[src/rtl/jit_pkg.sv]
// ----------------------------------------------------------------------------
// jit_pkg
// Shared types and constants of the job id table: field widths, command
// codes and the structs passed between the sequencer, the slot memory and
// the top level.
// ----------------------------------------------------------------------------
package jit_pkg;

  localparam int CMD_W    = 3;
  localparam int PID_W    = 22;
  localparam int IN_JID_W = 8;
  localparam int JID_W    = 5;
  localparam int ST_W     = 2;
  localparam int SLOT_W   = 4;

  localparam logic [CMD_W-1:0] CMD_ADD    = 3'd0;
  localparam logic [CMD_W-1:0] CMD_DEL    = 3'd1;
  localparam logic [CMD_W-1:0] CMD_BY_PID = 3'd2;
  localparam logic [CMD_W-1:0] CMD_BY_JID = 3'd3;
  localparam logic [CMD_W-1:0] CMD_FG     = 3'd4;

  localparam logic [ST_W-1:0] ST_FG = 2'd1;

  typedef struct packed {
    logic [PID_W-1:0] pid;
    logic [JID_W-1:0] jid;
    logic [ST_W-1:0]  st;
  } entry_t;

  typedef struct packed {
    logic   en;
    logic   live;
    entry_t data;
  } mem_wr_t;

  typedef struct packed {
    logic [CMD_W-1:0]    cmd;
    logic [PID_W-1:0]    pid;
    logic [IN_JID_W-1:0] jid;
    logic [ST_W-1:0]     st;
  } req_t;

  typedef struct packed {
    logic              ok;
    logic [SLOT_W-1:0] slot;
    logic [PID_W-1:0]  pid;
    logic [JID_W-1:0]  jid;
    logic [ST_W-1:0]   st;
  } res_t;

endpackage

[src/rtl/jit_if.sv]
// ----------------------------------------------------------------------------
// jit_in_if / jit_out_if
// Valid/ready channels of the job id table: the command channel and the
// result channel.
// ----------------------------------------------------------------------------
interface jit_in_if;
  logic                          valid;
  logic                          ready;
  logic [jit_pkg::CMD_W-1:0]     command;
  logic [jit_pkg::PID_W-1:0]     process_id;
  logic [jit_pkg::IN_JID_W-1:0]  job_id;
  logic [jit_pkg::ST_W-1:0]      run_state;

  modport source (output valid, command, process_id, job_id, run_state, input ready);
  modport sink (input valid, command, process_id, job_id, run_state, output ready);
endinterface

interface jit_out_if;
  logic                          valid;
  logic                          ready;
  logic                          ok;
  logic [jit_pkg::SLOT_W-1:0]    slot;
  logic [jit_pkg::PID_W-1:0]     found_process_id;
  logic [jit_pkg::JID_W-1:0]     found_job_id;
  logic [jit_pkg::ST_W-1:0]      found_state;

  modport source (output valid, ok, slot, found_process_id, found_job_id, found_state,
                  input ready);
  modport sink (input valid, ok, slot, found_process_id, found_job_id, found_state,
                output ready);
endinterface

[src/rtl/jit_mem.sv]
// ----------------------------------------------------------------------------
// jit_mem
// Slot memory: one write port and one registered read port. A live bit per
// slot, cleared by reset, makes a slot that was never filled read as zero.
// ----------------------------------------------------------------------------
module jit_mem #(
  parameter int SLOTS = 16,
  parameter int IW    = 4
) (
  input  logic             clk,
  input  logic             rst_n,
  input  logic [IW-1:0]    rd_addr,
  output jit_pkg::entry_t  rd_data,
  input  logic [IW-1:0]    wr_addr,
  input  jit_pkg::mem_wr_t wr
);

  jit_pkg::entry_t slot_mem_r [SLOTS];
  logic [SLOTS-1:0] live_r;
  jit_pkg::entry_t  rd_ent_r;
  logic             rd_live_r;

  always_ff @(posedge clk) begin
    if (wr.en) begin
      slot_mem_r[wr_addr] <= wr.data;
    end
    rd_ent_r <= slot_mem_r[rd_addr];
  end

  always_ff @(posedge clk) begin
    if (!rst_n) begin
      live_r    <= '0;
      rd_live_r <= 1'b0;
    end else begin
      if (wr.en) begin
        live_r[wr_addr] <= wr.live;
      end
      rd_live_r <= live_r[rd_addr];
    end
  end

  assign rd_data = rd_live_r ? rd_ent_r : '0;

endmodule

[src/rtl/jit_scan.sv]
// ----------------------------------------------------------------------------
// jit_scan
// Command sequencer: reads every slot once per command, keeps the first
// matching slot and the largest job id of the other slots, and for an add or
// delete that hits, writes the chosen slot and updates the next job id.
// ----------------------------------------------------------------------------
module jit_scan #(
  parameter int SLOTS = 16,
  parameter int IW    = 4
) (
  input  logic             clk,
  input  logic             rst_n,
  input  logic             req_vld,
  input  jit_pkg::req_t    req,
  output logic             req_rdy,
  output logic [IW-1:0]    rd_addr,
  input  jit_pkg::entry_t  rd_data,
  output logic [IW-1:0]    wr_addr,
  output jit_pkg::mem_wr_t wr,
  output logic             res_vld,
  output jit_pkg::res_t    res,
  input  logic             res_rdy
);

  typedef enum logic [3:0] {
    S_IDLE = 4'b0001,
    S_SCAN = 4'b0010,
    S_TAIL = 4'b0100,
    S_FIN  = 4'b1000
  } state_t;

  state_t                    state_r, state_nxt;
  jit_pkg::req_t             req_r;
  logic [IW-1:0]             cnt_r;
  logic                      chk_vld_r;
  logic [IW-1:0]             chk_idx_r;
  logic                      hit_r;
  logic [IW-1:0]             idx_r;
  jit_pkg::entry_t           ent_r;
  logic [jit_pkg::JID_W-1:0] mx_r;
  logic [jit_pkg::JID_W-1:0] nid_r, nid_nxt;

  logic                      match;
  logic                      take;
  logic                      pre;
  logic                      ok;
  logic                      commit;
  logic [6:0]                idx_w;
  logic [jit_pkg::JID_W:0]   inc;

  always_comb begin
    case (req_r.cmd)
      jit_pkg::CMD_ADD:    match = (rd_data.pid == '0);
      jit_pkg::CMD_DEL:    match = (rd_data.pid == req_r.pid);
      jit_pkg::CMD_BY_PID: match = (rd_data.pid == req_r.pid);
      jit_pkg::CMD_BY_JID: match = ({3'b000, rd_data.jid} == req_r.jid);
      jit_pkg::CMD_FG:     match = (rd_data.st == jit_pkg::ST_FG);
      default:             match = 1'b0;
    endcase
  end

  assign take = chk_vld_r && match && !hit_r;

  always_comb begin
    if (req_r.cmd inside {jit_pkg::CMD_ADD, jit_pkg::CMD_DEL, jit_pkg::CMD_BY_PID}) begin
      pre = (req_r.pid != '0);
    end else if (req_r.cmd == jit_pkg::CMD_BY_JID) begin
      pre = (req_r.jid != '0);
    end else if (req_r.cmd == jit_pkg::CMD_FG) begin
      pre = 1'b1;
    end else begin
      pre = 1'b0;
    end
  end

  assign ok      = pre && hit_r;
  assign res_vld = (state_r == S_FIN);
  assign commit  = res_vld && res_rdy;
  assign req_rdy = (state_r == S_IDLE);
  assign rd_addr = cnt_r;
  assign wr_addr = idx_r;
  assign idx_w   = 7'(idx_r);

  always_comb begin
    res = '0;
    if (ok) begin
      res.ok   = 1'b1;
      res.slot = idx_w[jit_pkg::SLOT_W-1:0];
      if (req_r.cmd == jit_pkg::CMD_ADD) begin
        res.pid = req_r.pid;
        res.jid = nid_r;
        res.st  = req_r.st;
      end else begin
        res.pid = ent_r.pid;
        res.jid = ent_r.jid;
        res.st  = ent_r.st;
      end
    end
  end

  always_comb begin
    wr          = '0;
    wr.en       = commit && ok &&
                  (req_r.cmd == jit_pkg::CMD_ADD || req_r.cmd == jit_pkg::CMD_DEL);
    wr.live     = (req_r.cmd == jit_pkg::CMD_ADD);
    wr.data.pid = req_r.pid;
    wr.data.jid = nid_r;
    wr.data.st  = req_r.st;
  end

  // The next job id wraps to one once it passes the table size.
  always_comb begin
    nid_nxt = nid_r;
    inc     = (req_r.cmd == jit_pkg::CMD_ADD) ? {1'b0, nid_r} + 1'b1 : {1'b0, mx_r} + 1'b1;
    if (wr.en) begin
      nid_nxt = (7'(inc) > 7'(SLOTS)) ? 5'd1 : inc[jit_pkg::JID_W-1:0];
    end
  end

  always_comb begin
    state_nxt = state_r;
    case (state_r)
      S_IDLE:  if (req_vld) state_nxt = S_SCAN;
      S_SCAN:  if (cnt_r == IW'(SLOTS - 1)) state_nxt = S_TAIL;
      S_TAIL:  state_nxt = S_FIN;
      S_FIN:   if (res_rdy) state_nxt = S_IDLE;
      default: state_nxt = S_IDLE;
    endcase
  end

  always_ff @(posedge clk) begin
    if (!rst_n) begin
      state_r   <= S_IDLE;
      cnt_r     <= '0;
      chk_vld_r <= 1'b0;
      hit_r     <= 1'b0;
      nid_r     <= 5'd1;
    end else begin
      state_r   <= state_nxt;
      nid_r     <= nid_nxt;
      chk_vld_r <= (state_r == S_SCAN);
      if (state_r == S_IDLE) begin
        cnt_r <= '0;
        hit_r <= 1'b0;
      end else if (state_r == S_SCAN) begin
        cnt_r <= cnt_r + 1'b1;
      end
      if (take) begin
        hit_r <= 1'b1;
      end
    end
  end

  always_ff @(posedge clk) begin
    chk_idx_r <= cnt_r;
    if (req_vld && req_rdy) begin
      req_r <= req;
      mx_r  <= '0;
    end else if (take) begin
      idx_r <= chk_idx_r;
      ent_r <= rd_data;
    end else if (chk_vld_r && rd_data.jid > mx_r) begin
      mx_r <= rd_data.jid;
    end
  end

endmodule

[src/rtl/job_id_table.sv]
// ----------------------------------------------------------------------------
// job_id_table
// Table of job slots with add, delete, lookup and foreground query commands.
// ----------------------------------------------------------------------------
// Each command reads all SLOTS entries of the slot memory through its single
// read port, one entry per cycle; a new command is taken only once the
// sequencer has handed on the result of the last one. The result sits in
// an output register, so a new command is accepted while it waits. The table
// is empty right after reset; no clearing pass is needed.
module job_id_table #(
  parameter int SLOTS = 16
) (
  input  logic    clk,
  input  logic    rst_n,
  jit_in_if.sink  in_ch,
  jit_out_if.source out_ch
);

  localparam int IW = (SLOTS > 1) ? $clog2(SLOTS) : 1;

  jit_pkg::req_t    req;
  logic             req_rdy;
  logic [IW-1:0]    rd_addr;
  jit_pkg::entry_t  rd_data;
  logic [IW-1:0]    wr_addr;
  jit_pkg::mem_wr_t wr;
  logic             res_vld;
  jit_pkg::res_t    res;
  logic             res_rdy;
  logic             out_vld_r;
  jit_pkg::res_t    out_r;

  assign req.cmd = in_ch.command;
  assign req.pid = in_ch.process_id;
  assign req.jid = in_ch.job_id;
  assign req.st  = in_ch.run_state;
  assign in_ch.ready = req_rdy;

  jit_scan #(.SLOTS(SLOTS), .IW(IW)) u_scan (
    .clk     (clk),
    .rst_n   (rst_n),
    .req_vld (in_ch.valid),
    .req     (req),
    .req_rdy (req_rdy),
    .rd_addr (rd_addr),
    .rd_data (rd_data),
    .wr_addr (wr_addr),
    .wr      (wr),
    .res_vld (res_vld),
    .res     (res),
    .res_rdy (res_rdy)
  );

  jit_mem #(.SLOTS(SLOTS), .IW(IW)) u_mem (
    .clk     (clk),
    .rst_n   (rst_n),
    .rd_addr (rd_addr),
    .rd_data (rd_data),
    .wr_addr (wr_addr),
    .wr      (wr)
  );

  assign res_rdy = !out_vld_r || out_ch.ready;

  always_ff @(posedge clk) begin
    if (!rst_n) begin
      out_vld_r <= 1'b0;
    end else if (res_rdy) begin
      out_vld_r <= res_vld;
    end
  end

  always_ff @(posedge clk) begin
    if (res_vld && res_rdy) begin
      out_r <= res;
    end
  end

  assign out_ch.valid            = out_vld_r;
  assign out_ch.ok               = out_r.ok;
  assign out_ch.slot             = out_r.slot;
  assign out_ch.found_process_id = out_r.pid;
  assign out_ch.found_job_id     = out_r.jid;
  assign out_ch.found_state      = out_r.st;

  // A rejected or unmatched command reports all fields as zero.
  a_fail_zero : assert property (@(posedge clk) disable iff (!rst_n)
    (out_vld_r && !out_r.ok) |-> (out_r.slot == '0 && out_r.pid == '0 &&
                                  out_r.jid == '0 && out_r.st == '0))
    else $error("failed transaction carries nonzero fields");

  // Every successful command refers to a live slot.
  a_ok_live : assert property (@(posedge clk) disable iff (!rst_n)
    (out_vld_r && out_r.ok) |-> (out_r.pid != '0))
    else $error("successful transaction reports a free slot");

  // The sequencer is busy right after it takes a command.
  a_busy : assert property (@(posedge clk) disable iff (!rst_n)
    (in_ch.valid && in_ch.ready) |=> (!in_ch.ready && !res_vld))
    else $error("sequencer not busy after accepting a transaction");

endmodule
[src/flat_wrapper.sv]
// flat-port wrapper written by rule: the top's interface ports become plain ports
module job_id_table_flat 
#(
  parameter int SLOTS = 16
)
  (clk, rst_n, in_ch_valid, in_ch_command, in_ch_process_id, in_ch_job_id, in_ch_run_state, in_ch_ready, out_ch_valid, out_ch_ok, out_ch_slot, out_ch_found_process_id, out_ch_found_job_id, out_ch_found_state, out_ch_ready);
  jit_in_if in_ch_i ();
  jit_out_if out_ch_i ();
  input  logic clk;
  input  logic rst_n;
  input wire logic [$bits(in_ch_i.valid)-1:0] in_ch_valid;
  input wire logic [$bits(in_ch_i.command)-1:0] in_ch_command;
  input wire logic [$bits(in_ch_i.process_id)-1:0] in_ch_process_id;
  input wire logic [$bits(in_ch_i.job_id)-1:0] in_ch_job_id;
  input wire logic [$bits(in_ch_i.run_state)-1:0] in_ch_run_state;
  output wire logic [$bits(in_ch_i.ready)-1:0] in_ch_ready;
  output wire logic [$bits(out_ch_i.valid)-1:0] out_ch_valid;
  output wire logic [$bits(out_ch_i.ok)-1:0] out_ch_ok;
  output wire logic [$bits(out_ch_i.slot)-1:0] out_ch_slot;
  output wire logic [$bits(out_ch_i.found_process_id)-1:0] out_ch_found_process_id;
  output wire logic [$bits(out_ch_i.found_job_id)-1:0] out_ch_found_job_id;
  output wire logic [$bits(out_ch_i.found_state)-1:0] out_ch_found_state;
  input wire logic [$bits(out_ch_i.ready)-1:0] out_ch_ready;
  assign in_ch_i.valid = in_ch_valid;
  assign in_ch_i.command = in_ch_command;
  assign in_ch_i.process_id = in_ch_process_id;
  assign in_ch_i.job_id = in_ch_job_id;
  assign in_ch_i.run_state = in_ch_run_state;
  assign in_ch_ready = in_ch_i.ready;
  assign out_ch_valid = out_ch_i.valid;
  assign out_ch_ok = out_ch_i.ok;
  assign out_ch_slot = out_ch_i.slot;
  assign out_ch_found_process_id = out_ch_i.found_process_id;
  assign out_ch_found_job_id = out_ch_i.found_job_id;
  assign out_ch_found_state = out_ch_i.found_state;
  assign out_ch_i.ready = out_ch_ready;
  job_id_table #(.SLOTS(SLOTS)) u_core (.clk(clk), .rst_n(rst_n), .in_ch(in_ch_i), .out_ch(out_ch_i));
endmodule
[config.mk]
export PLATFORM = sky130hd
export DESIGN_NAME = job_id_table_flat
export DESIGN_NICKNAME = d
export VERILOG_FILES = /design/src/rtl/jit_pkg.sv /design/src/rtl/jit_if.sv /design/src/rtl/jit_mem.sv /design/src/rtl/jit_scan.sv /design/src/rtl/job_id_table.sv /design/src/flat_wrapper.sv
export SDC_FILE = /design/constraint.sdc
export NUM_CORES = 1
export LEC_CHECK = 0
export BUFFER_PORTS_ARGS = -buffer_cell sky130_fd_sc_hd__buf_2
export CAP_MARGIN = 20
export CORE_MARGIN = 3
export CORE_UTILIZATION = 35
export CTS_BUF_LIST = sky130_fd_sc_hd__clkbuf_4
export DETAILED_ROUTE_END_ITERATION = 8
export HOLD_SLACK_MARGIN = 0.03
export PLACE_DENSITY = 0.57
export SYNTH_ARGS = -nofsm -noshare
export SYNTH_HDL_FRONTEND = slang
export SYNTH_SLANG_ARGS = --single-unit
[constraint.sdc]
create_clock -name clk -period 8.3 [get_ports clk]
set_input_delay 0.415 -clock clk [delete_from_list [all_inputs] [get_ports clk]]
set_output_delay 0.415 -clock clk [all_outputs]
set_load 0.005 [all_outputs]
==> flow_summary.json <==
{
  "peakVddDrop_mv": 0.132,
  "max_freq_mhz": 229,
  "finish.instance_area_mm2": 0.0287,
  "syn_area_per_cell_um2": 19.3,
  "cts-buffers-inserted": 164,
  "yosysUniqueCellTypes": 57,
  "routed_wl_mm": 60.5,
  "synth_top_area_share_pct": 69.2,
  "skew_ns": 0.0622,
  "yosys_warnings": 0,
  "route.vias.total": 13052,
  "wire_per_inst_um": 23.4,
  "area_growth_pct": 16.9,
  "slew_headroom_pct": 26.5,
  "crit_type": "reg -> reg",
  "status": "complete, no violations",
  "yosysSeqAreaShare_pct": 75.0,
  "antenna_found_initial": 2,
  "dr_wl_met2_mm": 27.9,
  "drive_gt1_share_pct": 32.8,
  "grt_first_pass_wirelength_mm": 89.4,
  "synth_area_mm2": 0.0246,
  "dp_hpwl_mm": 34.8,
  "num_rows": 96,
  "die_area_mm2": 0.0734,
  "syn_nets": 1321,
  "critical_path_buf_inv_count": 1,
  "top_layer": "met4",
  "worstSetupStartpointType": "flip-flop",
  "synth_top_area_cell": "edfxtp_1",
  "clk_path_buf_depth": 3,
  "tritoncts": "yes",
  "die_w_um": 271,
  "period_minus_slack_ns": 4.36,
  "required_ns": 8.88,
  "cp_top_family": "simple AND/OR/NAND/NOR gates",
  "setup_viol": 0,
  "nets": 1566,
  "dieHeight_um": 271,
  "period_share_pct": 52.5,
  "tightestPinTransition_ns": 1.10,
  "cts.sink_count": 637,
  "grt_use_total_pct": 16.7,
  "io_buffer_count": 74,
  "path_cells": "nor4_1, nand4_1, o211ai_1, nor4_2, nand3_1, nor3_2, buf_4",
  "met3WireLength_mm": 4.18,
  "hold_ws_ns": 0.159,
  "syn_inst": 1274,
  "ctsResizeCount": 0,
  "grt-ovfl-total": 0,
  "ant_nets": 0,
  "drt_iter0_drc": 1177,
  "grt_max_degree": 94,
  "cp-end-kind": "flip-flop",
  "leakage_nw": 9.43,
  "critPathMaxFanout": 23,
  "layout_commonest_cell": "edfxtp_1",
  "clk_latency_ns": 0.98,
  "slew_viol_final": 0,
  "maxCapViolations": 0,
  "grt_pass1_vias": 13484,
  "clk_pin_slew_ns": 0.06,
  "drtPass1Iterations": 5,
  "placedInstanceArea_mm2": 0.0261,
  "core_area_mm2": 0.0691,
  "synth-edff-count": 566,
  "rsz0062_at_grt": "false",
  "ys_ff_latch": 637,
  "async_flop_share_pct": 0,
  "gp_congestion": 0.756,
  "worstPathArrival_ns": 4.94,
  "power_density_mw_per_mm2": 227,
  "hold_class": "in -> reg",
  "cp_slowest_cell": "edfxtp_1",
  "wl_met1_mm": 27.7,
  "io_pins": 75,
  "synthFlopType": "edfxtp_1",
  "initial_core_util_pct": 35.6,
  "final_cell_mix": "edfxtp_1, clkbuf_4, mux4_2",
  "via_per_inst": 5.05,
  "hold_viol": 0,
  "clockRootBuffer": "clkbuf_4",
  "fin_setup_tns_ns": 0,
  "drcViolationCount": 0,
  "max_stage_delay_ns": 0.79,
  "synth_area_leaders": "edfxtp_1, mux4_2, dfxtp_1",
  "htreeDepth": 4
}
-- worst paths after layout --
| path | startpoint | end | slack (ns) | depth (start not counted) |
|---|---|---|---|---|
| min | in_ch_process_id[19] | u_core.u_scan.wr[26] | 0.16 | 2 |
| min reg2reg | u_core.u_scan.chk_idx_r[2] | u_core.u_scan.wr_addr[2] | 0.40 | 0 |
| max reg2reg | u_core.u_scan.wr[7] | u_core.u_mem.slot_mem_r[3][10] | 3.94 | 7 |
| max | u_core.u_scan.wr[7] | u_core.u_mem.slot_mem_r[3][10] | 3.94 | 7 |
-- synthesized netlist by cell type (3+ instances only) --
library cell / instances
nand3_1: 12
o22ai_1: 9
nand2_1: 99
o21ai_0: 18
ha_1: 8
mux4_2: 150
buf_1: 16
nand4b_1: 7
or3_1: 5
nor3_1: 8
a31o_2: 4
a21oi_1: 44
and2_1: 35
and3_1: 5
nor4bb_1: 4
a22oi_1: 6
xnor2_1: 10
o21ai_1: 3
nor4_1: 14
nor2_1: 34
mux2i_1: 24
inv_1: 16
clkbuf_1: 40
nand3b_1: 5
edfxtp_1: 566
nand2b_1: 6
buf_2: 7
xor2_1: 9
dfxtp_1: 71
nand4_1: 6
-- state kept, by name (all words and copies together), names as in the netlist, 2 cells and up --
| register | count |
|---|---|
| u_core.u_scan.wr_addr | 4 |
| u_core.out_ch.found_job_id | 5 |
| u_core.out_ch.found_process_id | 22 |
| u_core.u_scan.state_r | 4 |
| u_core.u_scan.mx_r | 5 |
| u_core.u_scan.chk_idx_r | 4 |
| u_core.u_scan.nid_r | 5 |
| u_core.u_scan.wr | 24 |
| u_core.u_scan.req_r | 11 |
| u_core.u_mem.rd_ent_r | 29 |
| u_core.u_mem.slot_mem_r | 464 |
| u_core.u_scan.rd_addr | 4 |
| u_core.out_ch.found_state | 2 |
| u_core.u_scan.ent_r | 29 |
| u_core.out_ch.slot | 4 |
| u_core.u_mem.live_r | 16 |
-- where the power goes --
part	switching (mW)	internal [mW]
registers	0.0833	3.53
logic	0.0925	0.0706
clock network	1.29	1.45
total	1.46	5.05
-- stage by stage --
step           setup slack (ns)  power [mW]  instances  util [%]
6_report                   3.94        6.51       2587      41.6
5_1_grt                    3.67        6.80       2585      41.6
4_1_cts                    3.95        6.59       2584      41.6
3_5_place_dp               3.98        3.83       2242      37.8
3_3_place_gp               4.18        3.82       2242      37.8
2_1_floorplan              4.13        3.74       1274         -
-- final cells by class --
cell class,instances,area (µm²)
diodes,3,7.51
clock buffers,244,1830
clock inverters,56,314
fillers,6219,40400
inverters,17,63.8
multi-input cells,557,5900
flip-flops and latches,637,18400
well taps,931,1160
repair buffers,142,998
-- routing by layer --
| layer | vias to the layer above | global-route usage, % |
|---|---|---|
| met3 | 70 | 4.35 |
| met1 | 6755 | 24.1 |
| met5 | - | 0 |
| li1 | 5751 | - |
| met2 | 476 | 25.1 |
| met4 | 0 | 4.77 |
-- cells by family after synthesis --
logic type / after synthesis / share of synthesized area [%]
compound gates: 97 / 2.33
xor+xnor: 19 / 0.678
mux: 176 / 14.8
flops: 637 / 75.0
fa+ha+maj: 8 / 0.408
simple gates: 257 / 5.52
buf+inv: 80 / 1.26
-- what timing repair did --
action / CTS / global route
hold buffers: 42 / 0
buffers inserted: 0 / 0
endpoints found under the hold margin: 73 / 0
Power figures use the tool's default switching activity.
